`src/sv/vrs_pkg.sv`:
```
// Package for the variable record stack.
// Holds the operation codes and the command word passed from the front end to the back end.
// No dependencies.
package vrs_pkg;

   localparam logic [1:0] OP_PUSH  = 2'd0;
   localparam logic [1:0] OP_POP   = 2'd1;
   localparam logic [1:0] OP_PEEK  = 2'd2;
   localparam logic [1:0] OP_CLEAR = 2'd3;

   localparam int CNT_W = 5;

   typedef struct packed {
      logic [1:0]  op;
      logic        len_bad;
      logic [3:0]  len;
      logic [63:0] data;
   } cmd_type;

endpackage

```
`src/sv/vrs_front.sv`:
```
// Front end of the variable record stack: accepts request words and classifies them.
// Queues up to two commands for the back end.
// Depends on vrs_pkg.
module vrs_front
   import vrs_pkg::*;
#(
   parameter int MAX_RECORD = 8
) (
   input  logic        clock,
   input  logic        reset,
   input  logic        req_valid,
   output logic        req_stall,
   input  logic [1:0]  req_func,
   input  logic [3:0]  req_length,
   input  logic [63:0] req_record_data,
   output logic        cmd_valid,
   output cmd_type     cmd,
   input  logic        cmd_take
);

   cmd_type    q_ff [2];
   logic [1:0] cnt_ff, cnt_in;
   logic       wp_ff, wp_in, rp_ff, rp_in;
   logic       push;
   cmd_type    entry;

   always_comb begin
      entry.op      = req_func;
      entry.len     = req_length;
      entry.len_bad = req_length > 4'(MAX_RECORD);
      entry.data    = req_record_data;
   end

   assign req_stall = cnt_ff == 2'd2;
   assign push      = req_valid && !req_stall;
   assign cmd_valid = cnt_ff != 2'd0;
   assign cmd       = q_ff[rp_ff];

   always_comb begin
      wp_in  = push ? !wp_ff : wp_ff;
      rp_in  = cmd_take ? !rp_ff : rp_ff;
      cnt_in = cnt_ff + 2'(push) - 2'(cmd_take);
   end

   always_ff @(posedge clock) begin
      if (reset) begin
         cnt_ff <= 2'd0;
         wp_ff  <= 1'b0;
         rp_ff  <= 1'b0;
      end else begin
         cnt_ff <= cnt_in;
         wp_ff  <= wp_in;
         rp_ff  <= rp_in;
      end
   end

   always_ff @(posedge clock) begin
      if (push) begin
         q_ff[wp_ff] <= entry;
      end
   end

endmodule

```
`config.mk`:
```
export PLATFORM = sky130hd
export DESIGN_NAME = vrs_front
export DESIGN_NICKNAME = d
export VERILOG_FILES = /design/src/sv/vrs_pkg.sv /design/src/sv/vrs_front.sv
export SDC_FILE = /design/constraint.sdc
export NUM_CORES = 1
export LEC_CHECK = 0
export BUFFER_PORTS_ARGS = -buffer_cell sky130_fd_sc_hd__buf_2
export CAP_MARGIN = 5
export CORE_ASPECT_RATIO = 1.1
export CORE_MARGIN = 8
export CORE_UTILIZATION = 45
export CTS_CLUSTER_SIZE = 25
export DETAILED_ROUTE_END_ITERATION = 10
export PLACE_DENSITY = 0.8
export SLEW_MARGIN = 30
export SYNTH_ARGS = -nofsm -noshare
export SYNTH_HDL_FRONTEND = slang
export SYNTH_SLANG_ARGS = --single-unit
```
`constraint.sdc`:
```
create_clock -name clock -period 3.31 [get_ports clock]
set_input_delay 0.1655 -clock clock [delete_from_list [all_inputs] [get_ports clock]]
set_output_delay 0.1655 -clock clock [all_outputs]
set_load 0.01 [all_outputs]
```
==> impl_metrics.ini <==
[detailed_routing]
first_iter_violations = 106
num_vias = 3028
first_pass_iters = 4
totalWireLength_mm = 10.8
drc = 0
via_per_inst = 4.70
postRouteAntennaNets = 0
wl_per_cell_um = 16.7

[place]
port_buffers = 146
hpwl_mm = 6.43
gp_congestion = 0.697

[critical_path]
r2r_start = cnt_ff[0]$_SDFF_PP0_
r2r_slack_ns = 1.43
crit_required_ns = 3.14
worstPathMaxFanout = 71
critPathCaptureType = output pin
crit_family = flip-flops
critPathKind = reg2out
cp-start-kind = flop
worstReg2RegEnd = q_ff[0][45]$_DFFE_PP_
critPathBufInv = 1
crit_slowest_cell = dfxtp_4
arrival_ns = 1.97
r2r_cells = 5
path_cells = mux2_2 -> buf_2
slowest_delay_ns = 0.96

[final_layout]
syn_to_final_growth_pct = 40.2
layout_commonest_cell = buf_2
num-nets-final = 554
layout_common_cells = 146 x buf_2, 142 x edfxtp_1, 71 x mux2_2, 71 x dlygate4sd3_1, 17 x clkbuf_16
n_antenna_cell = 0
fillCellCount = 844
drive_gt1_share_pct = 51.0

[clock_network]
cts-root-buf = clkbuf_16
clkTransAtPathRegs_ns = 0.06
insertion_delay_ns = 0.39
cts_setup_buffers = 0
cts_hold_buf = 71
cts.sinks = 147
cts-buffers-inserted = 17
ctsResizeCount = 0
htree_levels = 4
cts_tree = built
cts_buffer_depth = 2

[synth]
ys_types = 22
synth_nets = 324
syn_area_mm2 = 0.00539
synth_top_cell_area_share_pct = 79.1
avgSynthCellArea_um2 = 21.7
yosys_warnings = 0
ys_ff_latch = 147
synth_area_leaders = edfxtp_1 79%, mux2_2 15%, dfxtp_1 1.9%
synthCells = 248
synth_top_cell_by_area = edfxtp_1
ys_seq_area_share_pct = 81.0

[die]
die_h_um = 131
start_util_pct = 45.4
dieArea_mm2 = 0.0157
std_cell_rows = 42
die-width_um = 120
ios = 147
coreArea_mm2 = 0.0119

[status]
run_status = complete, no violations

[global_route]
grt_pass1_vias = 3425
grtUsageTotal_pct = 13.9
antenna_found_initial = 0
gr-total-overflow = 0
grt_max_degree = 72
grt_pass1_wl_mm = 16.7

[power_and_ir_drop]
pwr-share-comb_pct = 13.2
pwr-share-seq_pct = 48.5
leakage_nw = 2.88
p_per_area_mw_per_mm2 = 633
internal_power_mw = 3.74
switching_power_mw = 1.05
peakVddDrop_uv = 357
power_frac_clock_pct = 38.3
switching_share_pct = 21.8
p_total_mw = 4.79

[sta]
hold_viol = 0
setup_tns_ns = 0
worst_pin_slew_ns = 0.934
skew_ns = 0.00685
period_share_pct = 64.4
grt_setup_unrepaired = no
slew_violations = 0
period_needed_ns = 2.13
final-setup-viol-count = 0
clock.fmax_mhz = 469
slew_headroom_pct = 37.8

[worst_hold_path]
hp-class = in2reg
hold_path_startpoint = cmd_take
hold_depth = 3

[flow_run]
drv_cap = 0
## worst register-to-register path: cells and delay by family (launching register included)
kind / cells / cell delay (ns)
flops: 1 / 0.33
simple gates: 2 / 0.49
buf+inv: 3 / 0.69
## layout make-up
type	count	area (um2)	share of cell area, %
clock buffers	19	433	5.73
clock inverters	12	140	1.85
inverters	4	15.0	0.199
multi-input cells	89	926	12.3
flip-flops and latches	147	4370	57.8
well taps	154	193	2.55
repair buffers	219	1480	19.6
## metrics by stage
stage | hold WS (ns) | util, % | worst slack [ns] | area [um2] | instances
2_1_floorplan | 0.235 | - | 0.668 | 5390 | 248
3_3_place_gp | 0.353 | 52.6 | 1.48 | 6250 | 541
3_5_place_dp | 0.359 | 52.6 | 1.43 | 6250 | 541
4_1_cts | 0.0419 | 63.5 | 1.13 | 7540 | 643
5_1_grt | 0.0626 | 63.6 | 1.06 | 7560 | 644
6_report | 0.0546 | 63.6 | 1.18 | 7560 | 644
## power by group through the flow
stage                     Sequential (mW)  Clock [mW]  Combinational [mW]
after floorplan                      2.32           0               0.361
after global placement               2.35           0               0.557
after detailed placement             2.36           0               0.568
after CTS                            2.33        1.88               0.637
after global routing                 2.34        1.95               0.691
final                                2.32        1.83               0.632
## registers in the layout, indices dropped and copies added (netlist names), named ones only
name	count
cnt_ff	2
q_ff	142
rp_ff	1
wp_ff	1
## layer usage
metal	wire, um	GRT usage (%)	up-vias
met5	0	0	-
met4	147	5.29	0
met3	827	5.72	14
met2	5900	26.1	105
met1	3920	13.3	1471
li1	-	-	1438
## cells in the mapped netlist (all sizes together)
cell,instances
nor2,3
nand2,1
o31a,1
or3,1
a21oi,1
o21ai,1
and3,1
and2,1
or2,1
edfxtp,142
dfxtp,5
nor3,1
buf,8
nor2b,1
ha,2
xor2,1
nand2b,1
inv,4
mux2,71
xnor2,1
## cell families (layout without fill, tap and decap cells)
group                    after synthesis  in the layout  synth area share (%)
XOR/XNOR                               2              2                 0.325
multiplexers                          71             71                  14.8
adder cells (fa/ha/maj)                2              2                 0.464
AO/OA/AOI/OAI                          3              3                 0.348
AND/OR/NAND/NOR                       11             11                  1.14
buffers and inverters                 12            254                  1.88
flip-flops                           147            147                  81.0
## how the worst max path moves through the flow
stage	from	end	slack (ns)	depth (start not counted)
after floorplan	cnt_ff[0]$_SDFF_PP0_	q_ff[0][0]$_DFFE_PP_	0.67	4
after global placement	cnt_ff[0]$_SDFF_PP0_	q_ff[0][36]$_DFFE_PP_	1.48	5
after detailed placement	cnt_ff[0]$_SDFF_PP0_	q_ff[0][41]$_DFFE_PP_	1.43	5
after CTS	flop	cmd[7]	1.13	2
after global routing	flop	cmd[46]	1.06	2
final	flop	cmd[46]	1.18	2
Power figures use the tool's default switching activity.
